**config.mk**
```make
export PLATFORM = sky130hd
export DESIGN_NAME = rau_alu
export DESIGN_NICKNAME = d
export VERILOG_FILES = /design/src/rau_pkg.sv /design/src/rau_alu.sv
export VERILOG_INCLUDE_DIRS = /design/src /design/src/src
export SDC_FILE = /design/constraint.sdc
export NUM_CORES = 2
export LEC_CHECK = 0
export ABC_AREA = 1
export BUFFER_PORTS_ARGS = -buffer_cell sky130_fd_sc_hd__buf_2
export CAP_MARGIN = 15
export CORE_MARGIN = 2
export CORE_UTILIZATION = 40
export CTS_CLUSTER_DIAMETER = 150
export DETAILED_ROUTE_END_ITERATION = 10
export GPL_ROUTABILITY_DRIVEN = 0
export PLACE_DENSITY_LB_ADDON = 0.15
export SLEW_MARGIN = 20
export SYNTH_ARGS = -nofsm -noshare
export SYNTH_HDL_FRONTEND = slang
export SYNTH_SLANG_ARGS = --single-unit
```
**constraint.sdc**
```tcl
create_clock -name clk -period 15.44 [get_ports clk]
set_input_delay 2.316 -clock clk [delete_from_list [all_inputs] [get_ports clk]]
set_output_delay 2.316 -clock clk [all_outputs]
set_load 0.005 [all_outputs]
```
**src/rational_arith_unit_defines.svh**
```systemverilog
// Assertion macros shared by the rational arithmetic unit files.
`ifndef RATIONAL_ARITH_UNIT_DEFINES_SVH
`define RATIONAL_ARITH_UNIT_DEFINES_SVH

`ifndef ASSERT_OFF
`define RAU_ASSERT_IMP(lbl, clk, rstn, ante, cons) \
	lbl: assert property (@(posedge clk) disable iff (!rstn) (ante) |-> (cons)) \
		else $error("rau check failed");
`define RAU_ASSERT_NXT(lbl, clk, rstn, ante, cons) \
	lbl: assert property (@(posedge clk) disable iff (!rstn) (ante) |=> (cons)) \
		else $error("rau check failed");
`else
`define RAU_ASSERT_IMP(lbl, clk, rstn, ante, cons)
`define RAU_ASSERT_NXT(lbl, clk, rstn, ante, cons)
`endif

`endif

```
**src/rau_pkg.sv**
```systemverilog
`timescale 1ns / 1ps
package rau_pkg;

	localparam logic [2:0] ACT_ADD = 3'd0;
	localparam logic [2:0] ACT_SUB = 3'd1;
	localparam logic [2:0] ACT_MUL = 3'd2;
	localparam logic [2:0] ACT_DIV = 3'd3;
	localparam logic [2:0] ACT_EQ  = 3'd4;

	localparam logic [1:0] STAT_OK  = 2'd0;
	localparam logic [1:0] STAT_ERR = 2'd1;
	localparam logic [1:0] STAT_OVF = 2'd2;

	typedef enum logic [1:0] {
		OP_GCD = 2'd0,
		OP_DIV = 2'd1,
		OP_MUL = 2'd2
	} alu_op_t;

	typedef struct packed {
		logic    start;
		alu_op_t op;
	} alu_req_t;

endpackage

```
**src/rau_alu.sv**
```systemverilog
`timescale 1ns / 1ps
`include "rational_arith_unit_defines.svh"
module rau_alu import rau_pkg::*; #(
	parameter int MAG_BITS = 32
) (
	input  logic                  clk,
	input  logic                  arst_n,
	input  alu_req_t              req,
	input  logic [2*MAG_BITS:0]   opa,
	input  logic [2*MAG_BITS:0]   opb,
	output logic                  done,
	output logic [2*MAG_BITS:0]   res
);

	localparam int VW = 2 * MAG_BITS + 1;
	localparam int CW = $clog2(VW + 1);
	localparam logic [CW-1:0] CNT_LAST = CW'(VW - 1);

	typedef enum logic [3:0] {
		U_IDLE = 4'b0001,
		U_GCD  = 4'b0010,
		U_SHL  = 4'b0100,
		U_DIV  = 4'b1000
	} ustate_t;

	ustate_t       state_q;
	logic [VW-1:0] x_q, y_q, res_q, dvs_q;
	logic [CW-1:0] cnt_q;
	logic          done_q;

	logic [VW:0]   trial;
	logic          qbit;
	logic [VW-1:0] q_nxt;

	assign trial = {x_q, y_q[VW-1]};
	assign qbit  = trial >= {1'b0, dvs_q};
	assign q_nxt = {y_q[VW-2:0], qbit};

	always_ff @(posedge clk or negedge arst_n) begin
		if (!arst_n) begin
			state_q <= U_IDLE;
			done_q  <= 1'b0;
			cnt_q   <= '0;
		end else begin
			done_q <= 1'b0;
			case (state_q)
				U_IDLE: begin
					if (req.start) begin
						case (req.op)
							OP_GCD: begin
								x_q     <= opa;
								y_q     <= opb;
								cnt_q   <= '0;
								state_q <= U_GCD;
							end
							OP_DIV: begin
								x_q     <= '0;
								y_q     <= opa;
								dvs_q   <= opb;
								cnt_q   <= '0;
								state_q <= U_DIV;
							end
							OP_MUL: begin
								res_q  <= VW'(opa[MAG_BITS-1:0] * opb[MAG_BITS-1:0]);
								done_q <= 1'b1;
							end
							default: done_q <= 1'b1;
						endcase
					end
				end
				U_GCD: begin
					if (y_q == '0) begin
						res_q   <= x_q;
						state_q <= U_SHL;
					end else if (x_q == '0) begin
						res_q   <= y_q;
						state_q <= U_SHL;
					end else if (!x_q[0] && !y_q[0]) begin
						x_q   <= x_q >> 1;
						y_q   <= y_q >> 1;
						cnt_q <= cnt_q + 1'b1;
					end else if (!x_q[0]) begin
						x_q <= x_q >> 1;
					end else if (!y_q[0]) begin
						y_q <= y_q >> 1;
					end else if (x_q >= y_q) begin
						x_q <= (x_q - y_q) >> 1;
					end else begin
						y_q <= (y_q - x_q) >> 1;
					end
				end
				U_SHL: begin
					if (cnt_q == '0) begin
						done_q  <= 1'b1;
						state_q <= U_IDLE;
					end else begin
						res_q <= res_q << 1;
						cnt_q <= cnt_q - 1'b1;
					end
				end
				U_DIV: begin
					if (qbit)
						x_q <= VW'(trial - {1'b0, dvs_q});
					else
						x_q <= trial[VW-1:0];
					y_q   <= q_nxt;
					cnt_q <= cnt_q + 1'b1;
					if (cnt_q == CNT_LAST) begin
						res_q   <= q_nxt;
						done_q  <= 1'b1;
						state_q <= U_IDLE;
					end
				end
				default: state_q <= U_IDLE;
			endcase
		end
	end

	assign done = done_q;
	assign res  = res_q;

	`RAU_ASSERT_IMP(a_start_idle, clk, arst_n, req.start, state_q == U_IDLE)
	`RAU_ASSERT_IMP(a_done_idle, clk, arst_n, done_q, state_q == U_IDLE)
	`RAU_ASSERT_NXT(a_div_busy, clk, arst_n, req.start && req.op == OP_DIV, state_q == U_DIV)

endmodule

```
## Word level (Yosys, flattened, before mapping)

Cells that the tools add are included.
W data, S select, Z words.

| operators by class | value |
|---|---|
| add/sub/neg operators | 5 |
| multiply operators | 1 |
| $lt $le $gt $ge | 2 |
| equality and inequality tests | 22 |
| multiplexer cells | 45 |
| reductions and logical operators | 18 |

Operators with widths:

| cell | count |
|---|---|
| $mux W65 | 21 |
| $pmux W65 S3 | 2 |
| $pmux W65 S2 | 2 |
| $pmux W65 S4 | 1 |
| $sub A65 B65 Y65 | 3 |
| $logic_not A65 Y1 | 2 |
| $ge A66 B65 Y1 | 1 |
| $ge A65 B65 Y1 | 1 |
| $mul A32 B32 Y64 | 1 |
| $mux W7 | 6 |
| $pmux W7 S4 | 1 |
| $reduce_and A7 Y1 | 3 |
| $mux W4 | 5 |
| $ne A2 B2 Y1 const B | 8 |
| $pmux W4 S4 | 1 |
| $reduce_and A8 Y1 | 2 |
| $ne A4 B4 Y1 const B | 3 |
| $pmux W4 S2 | 1 |
| $add A7 B1 Y7 const B | 1 |
| $eq A7 B7 Y1 const B | 1 |
| $logic_not A7 Y1 | 1 |
| $sub A7 B1 Y7 const B | 1 |
| $ne A3 B3 Y1 const B | 2 |
| $reduce_and A6 Y1 | 1 |
| 18 further kinds | 22 |

| word-level totals | value |
|---|---|
| flip-flop bits (word level) | 272 |
| output and inout port bits | 66 |
| word-level logic and storage cells | 102 |

## Longest topological paths before layout

| depth | value |
|---|---|
| word-level depth | 8 |
| mapped depth | 33 |

## Worst setup path before layout

OpenSTA, ideal clock, no wires.

| path | value |
|---|---|
| path type | in2reg |
| start | input opa[30] |
| end | register res_q[44], in the netlist res[44] (data pin) |
| library setup time | 268 ps |
| arrival | 8,440 ps |
| data required time | 15,172 ps |
| slack | 6,731 ps |
| stages | 26 |
| path through | clkbuf_1 clkbuf_1 nand2_1 fa_1 inv_1 fa_1 fa_1 inv_1 fa_1 inv_1 fa_1 fa_1 fa_1 inv_1 fa_1 inv_1 ha_1 a21oi_1 o21ai_0 a21oi_1 nor2_1 nor2_1 nand3_1 or2_2 nand3_1 o211ai_1 |

| between the ends | value |
|---|---|
| cells in the longest elaborated chain, start to end | 4 |

RTL lines:

| element | RTL line | RTL |
|---|---|---|
| start: declaration | rau_alu.sv:9 | `input logic [2*MAG_BITS:0] opa,` |
| $mul A32 B32 Y64 | rau_alu.sv:64 | `res_q <= VW'(opa[MAG_BITS-1:0] * opb[MAG_BITS-1:0]);` |
| $mux W65 | rau_alu.sv:49 | `case (req.op)` |
| $mux W65 | rau_alu.sv:48 | `if (req.start) begin` |
| $pmux W65 S4 | rau_alu.sv:46 | `case (state_q)` |
| end signal: assignment | rau_alu.sv:64 |  |
| end signal: assignment | rau_alu.sv:73 | `res_q <= x_q;` |
| end signal: assignment | rau_alu.sv:76 | `res_q <= y_q;` |
| end: declaration | rau_alu.sv:27 | `logic [VW-1:0] x_q, y_q, res_q, dvs_q;` |

No other way between the ends. The select of a mux whose other input is x is not followed.
A chain may end at the register's enable or synchronous reset.

## Worst setup path after layout

| path | value |
|---|---|
| start | input opb[26] |
| end | register res_q[50], in the netlist res[50] (data pin) |

| between the ends | value |
|---|---|
| cells in the longest elaborated chain, start to end | 4 |

RTL lines:

| element | RTL line | RTL |
|---|---|---|
| start: declaration | rau_alu.sv:10 | `input logic [2*MAG_BITS:0] opb,` |
| $mul A32 B32 Y64 | rau_alu.sv:64 |  |
| $mux W65 | rau_alu.sv:49 |  |
| $mux W65 | rau_alu.sv:48 |  |
| $pmux W65 S4 | rau_alu.sv:46 |  |

No other way between the ends. The select of a mux whose other input is x is not followed.

==> impl_metrics.csv <==
group,metric,value,unit
worst_setup_path,critical_path_required,15.80,ns
cells_and_area,syn_to_final_growth,5.89,%
worst_setup_path,cp-start-kind,"primary input",
route,vias,67800,
grt,grt_pass1_wl,456,mm
floorplan,die_x,413,microns
timing,hold_viol_final,0,
yosys,syn_nets,11400,
route,drt_pass1_iterations,10,
yosys,synth.area.top_cells,"fa_1 (27%), nand2_1 (18%), inv_1 (13%), edfxtp_1 (12%), ha_1 (8.7%)",
run_status,outcome,"finished, final reports clean",
cts,insertion_delay,0.66,ns
yosys,yosysSeqAreaShare,12.1,%
route,wire_per_inst,26.4,microns
timing,post-route-period-util,61.9,%
timing,rsz0062_at_grt,"no",
grt,grt_pass1_vias,67100,
route,ant_nets,0,
cts,cts_tree,"done",
yosys,yosys_register_bits,272,
yosys,synth-edff-count,260,
cts,clk_pin_slew,0.06,ns
worst_setup_path,worst_path_max_delay_cell,"buf_2",
timing,tns,0,ns
route,drt_wl_total,318,mm
cells_and_area,drive_gt1_share,4.65,%
cts,postCtsHoldBufs,0,
placement,hpwl,249,mm
yosys,ys_types,48,
cts,cts_num_sinks,272,
worst_setup_path,cp_max_fo,34,
cts,cts_resized,0,
worst_setup_path,cp-end-kind,"flop",
worst_setup_path,path_class,"primary input to flop",
floorplan,start_util,40.1,%
placement,io_buffer_count,200,
timing,setup_violations,0,
floorplan,dieArea,0.170,sq mm
yosys,yosysWarnings,0,
floorplan,coreArea,0.167,sq mm
yosys,async_flop_share,4.41,%
yosys,synth_cells,9924,
yosys,yosysMostFrequentCell,"nand2_1",
route,drc_errors,0,
timing,slew-limit-headroom,15.1,%
worst_setup_path,cp_common_cell,"fa_1",
worst_setup_path,critPathMaxStageDelay,0.83,ns
worst_setup_path,arrival,9.92,ns
timing,clock_skew,0.0906,ns
grt,grt_max_degree,76,
flow_run,cap_viol_max_count,0,
timing,finalMaxSlewViolations,0,
grt,grt_overflow,0,
yosys,synth_top_area_share,26.9,%
hold_path,hold_path.class,"flop to flop",
cells_and_area,nets,11300,
grt,antenna_found_initial,45,
cts,cts_max_level,2,
cts,cts_max_path_buffers,3,
grt,grt_usage,37.0,%
yosys,synthTopCellsByCount,"nand2_1 (3199), inv_1 (2346), fa_1 (900)",
yosys,yosysTopAreaCell,"fa_1",
cts,root_buffer,"clkbuf_16",
yosys,netlist_area,0.0669,sq mm
yosys,synthFlopType,"edfxtp_1",
floorplan,std_cell_rows,150,
timing,max_clock_freq,0.105,GHz
yosys,syn_avg_cell_area,6.74,sq um
floorplan,pin_count,201,
cts,numCtsBuffers,36,
route,via_per_inst,5.62,
route,first_iter_violations,8977,
cts,postCtsSetupRepairBufs,0,
worst_setup_path,path_cells,"buf_2 -> nand2_1 -> fa_1 -> inv_1 -> fa_1 -> fa_1 -> fa_1 -> fa_1 -> fa_1 -> fa_1 -> inv_1 -> fa_1 -> inv_1 -> ha_1 -> a21oi_1 -> o21ai_0 -> a21oi_1 -> o21ai_0 -> nand2_1 -> nand3_1 -> or2_2 -> nand3_1 -> o211ai_1",
timing,tightest_slew,1.26,ns
floorplan,die_h,413,microns
timing,finalCriticalPeriod,9.56,ns
flip-flops by register name (all words and copies together), names as in the netlist:
signal   flops
y_q         65
dvs_q       65
cnt_q        7
x_q         65
res         65
state_q      4
done         1
area by class of cell:
class	count	area, sq um
timing repair buffer	289	1670
inverter	2364	8880
antenna	16	40.0
multi-input combinational	6851	48200
clock buffer	40	937
tap	2204	2760
clock inverter	25	275
fill	17700	95800
sequential	272	8110
cells in the final DEF (no fill, tap or decap), types with 31 or more instances in the layout:
cell / instances
a21oi_1: 473
buf_2: 200
buf_4: 89
clkbuf_16: 37
edfxtp_1: 260
fa_1: 900
ha_1: 465
inv_1: 2342
nand2_1: 3197
nand3_1: 468
nand4_1: 55
nor2_1: 468
nor3_1: 43
nor4_1: 31
o211ai_1: 32
o21ai_0: 270
o21bai_1: 34
o22ai_1: 31
xnor2_1: 71
xor2_1: 78
kinds of logic (layout without fill, tap and decap cells):
family / count (synthesis) / after routing / share of synthesized area (%)
other cells: 0 / 16 / 0
xor+xnor: 149 / 149 / 1.95
flops: 272 / 272 / 12.1
fa+ha+maj: 1365 / 1365 / 35.6
simple gates: 4372 / 4372 / 26.4
compound gates: 965 / 965 / 7.93
buf+inv: 2801 / 2718 / 16.0
critical path: cells and delay by family:
kind,cells,cell delay (ns)
buf+inv,4,0.98
compound gates,5,1.08
fa+ha+maj,9,4.40
simple gates,5,1.06
final timing paths:
path / start / to / slack (ns) / cells past startpoint
min in group asynchronous: arst_n / cnt_q[2] / 1.63 / 1
hold / removal: state_q[0] / state_q[0] / 0.52 / 2
setup / recovery: opb[26] / res[50] / 5.88 / 23
setup reg to reg: y_q[64] / x_q[30] / 9.73 / 20
max in group asynchronous: arst_n / state_q[0] / 13.51 / 1
hold reg to reg: state_q[0] / state_q[0] / 0.52 / 2
routing by layer:
| metal | vias to the layer above | routed length, microns | global-route usage [%] |
|---|---|---|---|
| met5 | - | 581 | 1.22 |
| met3 | 1453 | 37100 | 11.7 |
| met1 | 32400 | 112000 | 42.4 |
| li1 | 29400 | - | - |
| met4 | 46 | 32900 | 29.0 |
| met2 | 4455 | 135000 | 57.2 |
stage by stage:
step / setup WS (ns) / std cells / util, % / hold WS (ns) / instance area [sq um]
after detailed placement: 5.37 / 12000 / 41.7 / 0.513 / 69600
after CTS: 5.98 / 12000 / 42.5 / 0.521 / 70800
after global placement: 5.35 / 12000 / 41.7 / 0.504 / 69600
after floorplan: 6.73 / 9924 / - / 0.481 / 66900
final: 5.88 / 12100 / 42.5 / 0.518 / 70800
after global routing: 5.68 / 12000 / 42.5 / 0.545 / 70800
Power is not shown: default switching activity piles up to over one toggle a cycle in this logic, so the estimate is an artifact.
